<file path="src/rtl/core/att_pkg.sv">
// shared types and constants of the advertisement tracker table
// no dependencies; imported by every module of the block
package att_pkg;

  // command codes
  localparam logic [1:0] CMD_ADV   = 2'd0;
  localparam logic [1:0] CMD_READ  = 2'd1;
  localparam logic [1:0] CMD_CLEAR = 2'd2;
  localparam logic [1:0] CMD_NOP   = 2'd3;

  // company ids and subtypes
  localparam logic [15:0] CID_MULTI  = 16'h004C;
  localparam logic [7:0]  SUB_KIND0  = 8'h12;
  localparam logic [7:0]  SUB_KIND1  = 8'h0F;
  localparam logic [15:0] CID_KIND2  = 16'h0075;
  localparam logic [15:0] CID_KIND3  = 16'h0178;
  localparam logic [15:0] CID_KIND4  = 16'h01F7;
  localparam logic [15:0] CID_KIND5  = 16'h0271;

  // tracker kinds
  localparam logic [2:0] KIND_0 = 3'd0;
  localparam logic [2:0] KIND_1 = 3'd1;
  localparam logic [2:0] KIND_2 = 3'd2;
  localparam logic [2:0] KIND_3 = 3'd3;
  localparam logic [2:0] KIND_4 = 3'd4;
  localparam logic [2:0] KIND_5 = 3'd5;

  typedef struct packed {
    logic [1:0]         cmd;
    logic [7:0]         mfr_length;
    logic [7:0]         mfr_byte0;
    logic [7:0]         mfr_byte1;
    logic [7:0]         mfr_byte2;
    logic [47:0]        device_address;
    logic signed [7:0]  signal_dbm;
    logic [31:0]        now_ms;
    logic [3:0]         read_index;
  } in_item_t;

  typedef struct packed {
    logic               accepted;
    logic               is_new;
    logic               dropped_full;
    logic               slot_valid;
    logic [3:0]         slot;
    logic [2:0]         kind;
    logic signed [7:0]  stored_dbm;
    logic [31:0]        last_seen_ms;
    logic [47:0]        stored_address;
    logic [3:0]         entry_count;
  } out_item_t;

  // classifier verdict
  typedef struct packed {
    logic       hit;
    logic [2:0] kind;
  } cls_t;

  // one table entry
  typedef struct packed {
    logic [47:0]        address;
    logic [2:0]         kind;
    logic signed [7:0]  dbm;
    logic [31:0]        seen;
  } entry_t;

endpackage

</file>
<file path="src/rtl/core/att_classify.sv">
// tracker kind classifier from manufacturer data bytes
// depends on att_pkg
module att_classify import att_pkg::*; (
  input  in_item_t item_i,
  output cls_t     cls_o
);

  logic [15:0] cid;

  assign cid = {item_i.mfr_byte1, item_i.mfr_byte0};

  always_comb begin
    cls_o = '0;
    if (item_i.mfr_length >= 8'd2) begin
      if (cid == CID_MULTI) begin
        // subtype byte only counts when present
        if (item_i.mfr_length >= 8'd3) begin
          if (item_i.mfr_byte2 == SUB_KIND0) begin
            cls_o.hit  = 1'b1;
            cls_o.kind = KIND_0;
          end else if (item_i.mfr_byte2 == SUB_KIND1) begin
            cls_o.hit  = 1'b1;
            cls_o.kind = KIND_1;
          end
        end
      end else if (cid == CID_KIND2) begin
        cls_o.hit  = 1'b1;
        cls_o.kind = KIND_2;
      end else if (cid == CID_KIND3) begin
        cls_o.hit  = 1'b1;
        cls_o.kind = KIND_3;
      end else if (cid == CID_KIND4) begin
        cls_o.hit  = 1'b1;
        cls_o.kind = KIND_4;
      end else if (cid == CID_KIND5) begin
        cls_o.hit  = 1'b1;
        cls_o.kind = KIND_5;
      end
    end
  end

endmodule

</file>
<file path="src/rtl/core/att_entry_ram.sv">
// entry storage: one write port, one read port with registered data
// depends on att_pkg
module att_entry_ram import att_pkg::*; #(
  parameter int unsigned DEPTH  = 12,
  parameter int unsigned ADDR_W = 4
) (
  input  logic              clk_i,
  input  logic              wr_en_i,
  input  logic [ADDR_W-1:0] wr_addr_i,
  input  entry_t            wr_data_i,
  input  logic              rd_en_i,
  input  logic [ADDR_W-1:0] rd_addr_i,
  output entry_t            rd_data_o
);

  entry_t mem_q [DEPTH];
  entry_t rd_data_q;

  always_ff @(posedge clk_i) begin
    if (wr_en_i) begin
      mem_q[wr_addr_i] <= wr_data_i;
    end
    if (rd_en_i) begin
      rd_data_q <= mem_q[rd_addr_i];
    end
  end

  assign rd_data_o = rd_data_q;

endmodule

</file>
<file path="src/rtl/core/att_seq.sv">
// command sequencer with the shared address comparator and entry count
// depends on att_pkg; drives att_entry_ram
module att_seq import att_pkg::*; #(
  parameter int unsigned TABLE_ENTRIES = 12,
  parameter int unsigned IDX_W         = 4,
  parameter int unsigned CNT_W         = 4
) (
  input  logic             clk_i,
  input  logic             rst_ni,
  input  logic             in_valid_i,
  output logic             in_ready_o,
  input  in_item_t         in_item_i,
  input  cls_t             cls_i,
  output logic             res_valid_o,
  input  logic             res_take_i,
  output out_item_t        res_o,
  output logic             rd_en_o,
  output logic [IDX_W-1:0] rd_addr_o,
  input  entry_t           rd_data_i,
  output logic             wr_en_o,
  output logic [IDX_W-1:0] wr_addr_o,
  output entry_t           wr_data_o
);

  localparam int unsigned CMP_W = (CNT_W > 4) ? CNT_W : 4;

  localparam logic [2:0] ST_IDLE = 3'd0;
  localparam logic [2:0] ST_DISP = 3'd1;
  localparam logic [2:0] ST_SRCH = 3'd2;
  localparam logic [2:0] ST_RDWT = 3'd3;
  localparam logic [2:0] ST_DONE = 3'd4;

  logic [2:0]       state_q, state_d;
  logic [CNT_W-1:0] count_q, count_d;
  logic [CNT_W-1:0] rd_idx_q, rd_idx_d;
  logic             cmp_vld_q, cmp_vld_d;
  logic [IDX_W-1:0] cmp_idx_q, cmp_idx_d;
  in_item_t         item_q;
  cls_t             cls_q;
  out_item_t        res_q, res_d;
  logic             load_item;

  logic [CMP_W-1:0] r_ext, cnt_cmp;
  logic             issue, addr_hit, full;
  logic [IDX_W+3:0] cmp_slot_w, cnt_slot_w;
  logic [CNT_W+3:0] cnt_now_w, cnt_inc_w;
  logic [CNT_W-1:0] count_inc;

  assign r_ext      = CMP_W'(item_q.read_index);
  assign cnt_cmp    = CMP_W'(count_q);
  assign issue      = rd_idx_q < count_q;
  assign addr_hit   = cmp_vld_q && (rd_data_i.address == item_q.device_address);
  assign full       = count_q == CNT_W'(TABLE_ENTRIES);
  assign count_inc  = count_q + CNT_W'(1);
  assign cmp_slot_w = {4'b0000, cmp_idx_q};
  assign cnt_slot_w = {4'b0000, count_q[IDX_W-1:0]};
  assign cnt_now_w  = {4'b0000, count_q};
  assign cnt_inc_w  = {4'b0000, count_inc};

  always_comb begin
    state_d   = state_q;
    count_d   = count_q;
    rd_idx_d  = rd_idx_q;
    cmp_vld_d = 1'b0;
    cmp_idx_d = cmp_idx_q;
    res_d     = res_q;
    load_item = 1'b0;
    rd_en_o   = 1'b0;
    rd_addr_o = rd_idx_q[IDX_W-1:0];
    wr_en_o   = 1'b0;
    wr_addr_o = cmp_idx_q;
    wr_data_o = {item_q.device_address, cls_q.kind, item_q.signal_dbm, item_q.now_ms};

    case (state_q)
      ST_IDLE: begin
        if (in_valid_i) begin
          load_item = 1'b1;
          state_d   = ST_DISP;
        end
      end
      ST_DISP: begin
        res_d             = '0;
        res_d.entry_count = cnt_now_w[3:0];
        state_d           = ST_DONE;
        case (item_q.cmd)
          CMD_ADV: begin
            if (cls_q.hit) begin
              rd_idx_d = '0;
              state_d  = ST_SRCH;
            end
          end
          CMD_READ: begin
            res_d.slot = item_q.read_index;
            if (r_ext < cnt_cmp) begin
              rd_en_o   = 1'b1;
              rd_addr_o = r_ext[IDX_W-1:0];
              state_d   = ST_RDWT;
            end
          end
          CMD_CLEAR: begin
            count_d           = '0;
            res_d.entry_count = 4'd0;
          end
          default: begin
          end
        endcase
      end
      ST_SRCH: begin
        if (addr_hit) begin
          // refresh strength and time, keep stored kind
          wr_en_o              = 1'b1;
          wr_addr_o            = cmp_idx_q;
          wr_data_o.kind       = rd_data_i.kind;
          res_d.accepted       = 1'b1;
          res_d.slot_valid     = 1'b1;
          res_d.slot           = cmp_slot_w[3:0];
          res_d.kind           = rd_data_i.kind;
          res_d.stored_dbm     = item_q.signal_dbm;
          res_d.last_seen_ms   = item_q.now_ms;
          res_d.stored_address = item_q.device_address;
          state_d              = ST_DONE;
        end else if (issue) begin
          rd_en_o   = 1'b1;
          rd_idx_d  = rd_idx_q + CNT_W'(1);
          cmp_vld_d = 1'b1;
          cmp_idx_d = rd_idx_q[IDX_W-1:0];
        end else begin
          // every held entry compared, no match
          if (!full) begin
            wr_en_o              = 1'b1;
            wr_addr_o            = count_q[IDX_W-1:0];
            count_d              = count_inc;
            res_d.accepted       = 1'b1;
            res_d.is_new         = 1'b1;
            res_d.slot_valid     = 1'b1;
            res_d.slot           = cnt_slot_w[3:0];
            res_d.kind           = cls_q.kind;
            res_d.stored_dbm     = item_q.signal_dbm;
            res_d.last_seen_ms   = item_q.now_ms;
            res_d.stored_address = item_q.device_address;
            res_d.entry_count    = cnt_inc_w[3:0];
          end else begin
            res_d.dropped_full = 1'b1;
          end
          state_d = ST_DONE;
        end
      end
      ST_RDWT: begin
        res_d.slot_valid     = 1'b1;
        res_d.kind           = rd_data_i.kind;
        res_d.stored_dbm     = rd_data_i.dbm;
        res_d.last_seen_ms   = rd_data_i.seen;
        res_d.stored_address = rd_data_i.address;
        state_d              = ST_DONE;
      end
      ST_DONE: begin
        if (res_take_i) begin
          state_d = ST_IDLE;
        end
      end
      default: begin
        state_d = ST_IDLE;
      end
    endcase
  end

  always_ff @(posedge clk_i or negedge rst_ni) begin
    if (!rst_ni) begin
      state_q   <= ST_IDLE;
      count_q   <= '0;
      cmp_vld_q <= 1'b0;
    end else begin
      state_q   <= state_d;
      count_q   <= count_d;
      cmp_vld_q <= cmp_vld_d;
    end
  end

  always_ff @(posedge clk_i) begin
    rd_idx_q  <= rd_idx_d;
    cmp_idx_q <= cmp_idx_d;
    res_q     <= res_d;
    if (load_item) begin
      item_q <= in_item_i;
      cls_q  <= cls_i;
    end
  end

  assign in_ready_o  = state_q == ST_IDLE;
  assign res_valid_o = state_q == ST_DONE;
  assign res_o       = res_q;

endmodule

</file>
<file path="src/rtl/core/advert_tracker_table.sv">
// advertisement tracker table, top level with the output register
// depends on att_pkg, att_classify, att_entry_ram, att_seq
//
// Keeps a table of up to TABLE_ENTRIES tracker devices keyed by their 48-bit
// address. Every input beat gives exactly one output beat. An advertisement
// beat is classified from its manufacturer bytes into one of six kinds; an
// unclassified one only reports the entry count. A classified one walks the
// held entries through the entry memory, one read per cycle, with a single
// 48-bit comparator checking the previous read. A hit refreshes signal
// strength and time and keeps the stored kind; a miss appends an entry, or
// flags dropped_full when the table is full. A read beat returns one slot,
// a clear beat empties the table by zeroing the count (stored entries stay
// but become unreachable). The block takes one beat at a time. The walk of
// the entry memory sets how long a classified advertisement keeps the block
// busy; a hit ends the walk early. A read of a held slot goes through the
// registered memory read; an unclassified advertisement, a read beyond the
// entry count and every other beat do not. A finished result sits in an
// output register, so a new beat is taken while the previous result still
// waits for out_ready_i; a further finished result waits in the sequencer
// until the register drains.
// There is no clearing pass after reset: the memory is never read beyond
// the entry count.
module advert_tracker_table import att_pkg::*; #(
  parameter int unsigned TABLE_ENTRIES = 12
) (
  input  logic      clk_i,
  input  logic      rst_ni,
  input  logic      in_valid_i,
  output logic      in_ready_o,
  input  in_item_t  in_item_i,
  output logic      out_valid_o,
  input  logic      out_ready_i,
  output out_item_t out_item_o
);

  // slot index and entry count widths
  localparam int unsigned IDX_W = (TABLE_ENTRIES > 1) ? $clog2(TABLE_ENTRIES) : 1;
  localparam int unsigned CNT_W = $clog2(TABLE_ENTRIES + 1);

  cls_t             cls;
  logic             res_valid, res_take;
  out_item_t        res;
  logic             rd_en, wr_en;
  logic [IDX_W-1:0] rd_addr, wr_addr;
  entry_t           rd_data, wr_data;

  logic             out_valid_q, out_valid_d;
  out_item_t        out_item_q;

  // kind is decided from the incoming beat and captured with it
  att_classify u_classify (
    .item_i (in_item_i),
    .cls_o  (cls)
  );

  att_entry_ram #(
    .DEPTH  (TABLE_ENTRIES),
    .ADDR_W (IDX_W)
  ) u_ram (
    .clk_i     (clk_i),
    .wr_en_i   (wr_en),
    .wr_addr_i (wr_addr),
    .wr_data_i (wr_data),
    .rd_en_i   (rd_en),
    .rd_addr_i (rd_addr),
    .rd_data_o (rd_data)
  );

  att_seq #(
    .TABLE_ENTRIES (TABLE_ENTRIES),
    .IDX_W         (IDX_W),
    .CNT_W         (CNT_W)
  ) u_seq (
    .clk_i       (clk_i),
    .rst_ni      (rst_ni),
    .in_valid_i  (in_valid_i),
    .in_ready_o  (in_ready_o),
    .in_item_i   (in_item_i),
    .cls_i       (cls),
    .res_valid_o (res_valid),
    .res_take_i  (res_take),
    .res_o       (res),
    .rd_en_o     (rd_en),
    .rd_addr_o   (rd_addr),
    .rd_data_i   (rd_data),
    .wr_en_o     (wr_en),
    .wr_addr_o   (wr_addr),
    .wr_data_o   (wr_data)
  );

  // output register loads when empty or being drained this cycle
  assign res_take = res_valid && (!out_valid_q || out_ready_i);

  always_comb begin
    out_valid_d = out_valid_q;
    if (res_take) begin
      out_valid_d = 1'b1;
    end else if (out_ready_i) begin
      out_valid_d = 1'b0;
    end
  end

  always_ff @(posedge clk_i or negedge rst_ni) begin
    if (!rst_ni) begin
      out_valid_q <= 1'b0;
    end else begin
      out_valid_q <= out_valid_d;
    end
  end

  always_ff @(posedge clk_i) begin
    if (res_take) begin
      out_item_q <= res;
    end
  end

  assign out_valid_o = out_valid_q;
  assign out_item_o  = out_item_q;

endmodule

</file>
<file path="config.mk">
export PLATFORM = sky130hd
export DESIGN_NAME = advert_tracker_table
export DESIGN_NICKNAME = d
export VERILOG_FILES = /design/src/rtl/core/att_pkg.sv /design/src/rtl/core/att_classify.sv /design/src/rtl/core/att_entry_ram.sv /design/src/rtl/core/att_seq.sv /design/src/rtl/core/advert_tracker_table.sv
export SDC_FILE = /design/constraint.sdc
export NUM_CORES = 2
export LEC_CHECK = 0
export ABC_CLOCK_PERIOD_IN_PS = 11000
export BUFFER_PORTS_ARGS = -buffer_cell sky130_fd_sc_hd__buf_4
export CAP_MARGIN = 20
export CORE_MARGIN = 8
export CORE_UTILIZATION = 30
export CTS_CLUSTER_SIZE = 10
export DETAILED_ROUTE_END_ITERATION = 10
export SLEW_MARGIN = 20
export SYNTH_ARGS = -nofsm -noshare
export SYNTH_HDL_FRONTEND = slang
export SYNTH_HIERARCHICAL = 1
export SYNTH_SLANG_ARGS = --single-unit
</file>
<file path="constraint.sdc">
create_clock -name clk_i -period 11 [get_ports clk_i]
set_input_delay 3.3 -clock clk_i [delete_from_list [all_inputs] [get_ports clk_i]]
set_output_delay 3.3 -clock clk_i [all_outputs]
set_load 0.02 [all_outputs]
</file>
==> results.yml <==
outcome:
  outcome: "finished clean"
sta:
  slew_headroom_pct: 25.9
  setup_viol: 0
  worst_pin_slew_ns: 1.11
  max_freq_mhz: 161
  hold_viol: 0
  slew_viol_final: 0
  setup-tns-final_ns: 0
  timing.hold.ws_ns: 0.415
  rsz0062_at_grt: "no"
  final.setup_skew_ns: 0.0458
  min_period_ns: 6.21
  period_share_pct: 56.5
floorplanning:
  die-area_um2: 204000
  fp.coreArea_um2: 188000
  die_x_um: 451
  num_io_pins: 235
  die_height_um: 451
  initial_core_util_pct: 30.2
  rows: 159
clocking:
  cts.sinks: 1504
  cts_root_buf: "clkbuf_16"
  cts_tree: "yes"
  clk_latency_ns: 0.81
  h-tree-depth: 4
  cts_setup_buffers: 0
  path_clk_slew_ns: 0.05
  holdBufCountCts: 0
  cts_buffer_depth: 3
  cts_resized: 0
  cts_made_buffers: 173
pwr:
  leakage_nw: 21.0
  power_density_nw_per_um2: 207
  clockPowerShare_pct: 37.0
  p_sw_share_pct: 24.6
  p_int_mw: 10.3
  peakVddDrop_mv: 0.187
  netSwitchingPower_mw: 3.36
  pwr-share-comb_pct: 9.6
  pwr-share-seq_pct: 53.5
critical_path:
  path_buf_inv: 3
  reg2reg_slack_ns: 4.79
  worstSetupPathType: "register to register"
  setup.worst_path.end_class: "register"
  crit_top_cell: "buf_4"
  crit_path_cell_trace: "xor2_1 -> nor4_1 -> nand4_1 -> nor4_4 -> buf_4 -> nor3_1 -> mux2_2 -> nand3b_1 -> nor2_4 -> buf_4 -> buf_4"
  r2r-start: "u_seq/wr_data_o[80]$_DFFE_PP_"
  cp-start-kind: "register"
  crit_fanout: 42
  worstSetupStartpoint: "u_seq/wr_data_o[80]$_DFFE_PP_"
  rr_worst_depth: 11
  crit_arrival_ns: 6.62
  reg2reg_to: "u_ram/mem_q[10][44]$_DFFE_PP_"
  slowest_delay_ns: 0.81
  cp.required_ns: 11.41
  cp_slowest_cell: "buf_4"
  cp_top_family: "simple AND/OR/NAND/NOR gates"
routing:
  avgViaCountPerCell: 4.83
  vias: 26400
  wl_per_cell_um: 24.9
  dr.first_iter.drc_count: 2182
  drc: 0
  ant_nets: 0
  drt-pass1-iter-count: 5
  drt-total-wl_mm: 136
yosys:
  seq_area_frac_synth_pct: 79.4
  synth_nets: 2832
  async_flop_share_pct: 0.598
  synth_enable_flop_cells: 1495
  yosysUniqueCellTypes: 63
  syn_inst: 2693
  synthFlopType: "edfxtp_1"
  syn_area_um2: 56800
  ys_seq_elements: 1504
  synth.avg_cell_area_um2: 21.1
  ys.warnings.count: 6
global_routing:
  antenna_found_initial: 10
  grt_pass1_wl_mm: 196
  grt.total_usage_pct: 13.0
  grt.overflow.total: 0
  grt_max_degree: 121
  grt_pass1_vias: 27800
worst_hold_path:
  hp-start: "u_seq/res_o[85]$_DFFE_PP_"
  whs_path_depth: 0
  hp-class: "register to register"
  min_to: "out_item_o[85]$_DFFE_PP_"
finish:
  nNetsFinal: 3073
  layout-drive-gt1-share_pct: 23.5
  syn_to_final_growth_pct: 15.8
  final_cells: 5473
placement:
  portBuffers: 234
  placed_cells: 5254
  place_congestion: 0.754
  dp_hpwl_mm: 75.7
job:
  max_cap_viol_count: 0
[stage by stage]
| step | cell area (µm²) | util, % | worst slack [ns] | power (mW) |
|---|---|---|---|---|
| 3_3_place_gp | 60900 | 32.4 | 4.67 | 8.74 |
| 6_report | 65800 | 35.0 | 4.79 | 13.6 |
| 3_5_place_dp | 61000 | 32.4 | 4.63 | 8.77 |
| 4_1_cts | 65800 | 35.0 | 4.60 | 13.8 |
| 5_1_grt | 65800 | 35.0 | 4.59 | 14.1 |
| 2_1_floorplan | 56800 | - | 1.56 | 8.12 |
[cells by family after synthesis]
logic type | Yosys count | share of synthesized area, %
AO/OA/AOI/OAI | 226 | 3.12
XOR/XNOR | 45 | 0.693
multiplexers | 470 | 12.3
AND/OR/NAND/NOR | 216 | 1.88
adder cells (fa/ha/maj) | 9 | 0.198
buffers and inverters | 223 | 2.42
flip-flops | 1504 | 79.4
[placed cells by master, fill, tap and decap left out, types with 15 or more instances in the layout]
cell	Yosys	layout
clkbuf_1	70	15
clkbuf_16	0	174
buf_4	113	271
a22oi_1	93	93
nand2_1	22	21
mux4_2	182	182
mux2i_1	274	274
o221ai_1	92	92
nor2_1	110	100
xor2_1	37	37
edfxtp_1	1495	1495
[cells in the mapped netlist (all sizes together) (2+ instances only)]
library cell / n / area share (%)
inv: 11 / 0.073
nand2b: 14 / 0.15
dfrtp: 9 / 0.40
mux2: 14 / 0.28
nand3b: 2 / 0.026
and2: 5 / 0.055
o21ai: 14 / 0.12
and2b: 2 / 0.031
xor2: 37 / 0.57
mux2i: 274 / 4.8
nand2: 22 / 0.15
mux4: 182 / 7.2
or4: 2 / 0.026
or2: 3 / 0.033
o221ai: 92 / 1.4
edfxtp: 1495 / 79
and3: 2 / 0.024
nor2b: 5 / 0.055
nor3: 10 / 0.088
o21bai: 2 / 0.026
a21o: 2 / 0.026
nand4: 4 / 0.044
or3b: 2 / 0.035
a211o: 2 / 0.031
nand3: 9 / 0.079
o211ai: 3 / 0.040
a21oi: 6 / 0.059
o31ai: 3 / 0.040
nand4b: 2 / 0.031
nor2: 110 / 0.73
buf: 141 / 1.9
or4b: 4 / 0.070
ha: 9 / 0.20
a22oi: 93 / 1.2
nor4: 13 / 0.17
xnor2: 8 / 0.12
clkbuf: 71 / 0.48
[power by group through the flow]
stage / Clock [mW] / Sequential [mW] / Combinational, mW
after global routing: 5.38 / 7.35 / 1.40
after CTS: 5.17 / 7.31 / 1.35
after detailed placement: 0 / 7.42 / 1.35
final: 5.04 / 7.29 / 1.30
after global placement: 0 / 7.40 / 1.33
after floorplan: 0 / 7.32 / 0.799
[worst max-delay path by stage]
stage          slack, ns  depth (start not counted)                            end
6_report            4.79                         11  u_ram/mem_q[10][44]$_DFFE_PP_
4_1_cts             4.60                         11  u_ram/mem_q[10][44]$_DFFE_PP_
3_3_place_gp        4.67                         11  u_ram/mem_q[11][14]$_DFFE_PP_
5_1_grt             4.59                         11  u_ram/mem_q[11][71]$_DFFE_PP_
3_5_place_dp        4.63                         11  u_ram/mem_q[10][14]$_DFFE_PP_
2_1_floorplan       1.56                          8    u_ram/mem_q[0][0]$_DFFE_PP_
[metal layers]
metal	up-vias	GRT usage (%)	wire length, µm	part of all wire (%)
li1	11400	-	-	-
met1	14100	16.2	55400	41
met2	725	22.4	69400	51
met3	198	2.79	7250	5.3
met4	2	4.35	4200	3.1
met5	-	0	13	0.0095
[worst register-to-register path, cell delays in order, from the launching register on]
cell      delay, ns
edfxtp_1       0.57
xor2_1         0.29
nor4_1         0.79
nand4_1        0.36
nor4_4         0.41
buf_4          0.32
nor3_1         0.15
mux2_2         0.34
nand3b_1       0.36
nor2_4         0.71
buf_4          0.82
buf_4          0.69
[registers in the layout (all words and copies together), names as in the netlist, 3 cells and up]
register,count
out_item_o,103
u_ram/mem_q,1092
u_ram/rd_data_o,91
u_seq/cls_q,4
u_seq/cmp_idx_q,4
u_seq/cnt_cmp,4
u_seq/r_ext,4
u_seq/rd_idx_q,4
u_seq/res_o,103
u_seq/state_q,3
u_seq/wr_data_o,88
[area by class of cell]
type                            count  area, µm²
Inverter                           11       41.3
Fill cell                       17300     122000
Sequential cell                  1504      45100
Clock buffer                      190       4420
Tap cell                         2495       3120
Clock inverter                     26        377
Multi-Input combinational cell    966      10500
Timing Repair Buffer              278       2190
Antenna cell                        3       7.51
(Power assumes the default switching activity.)
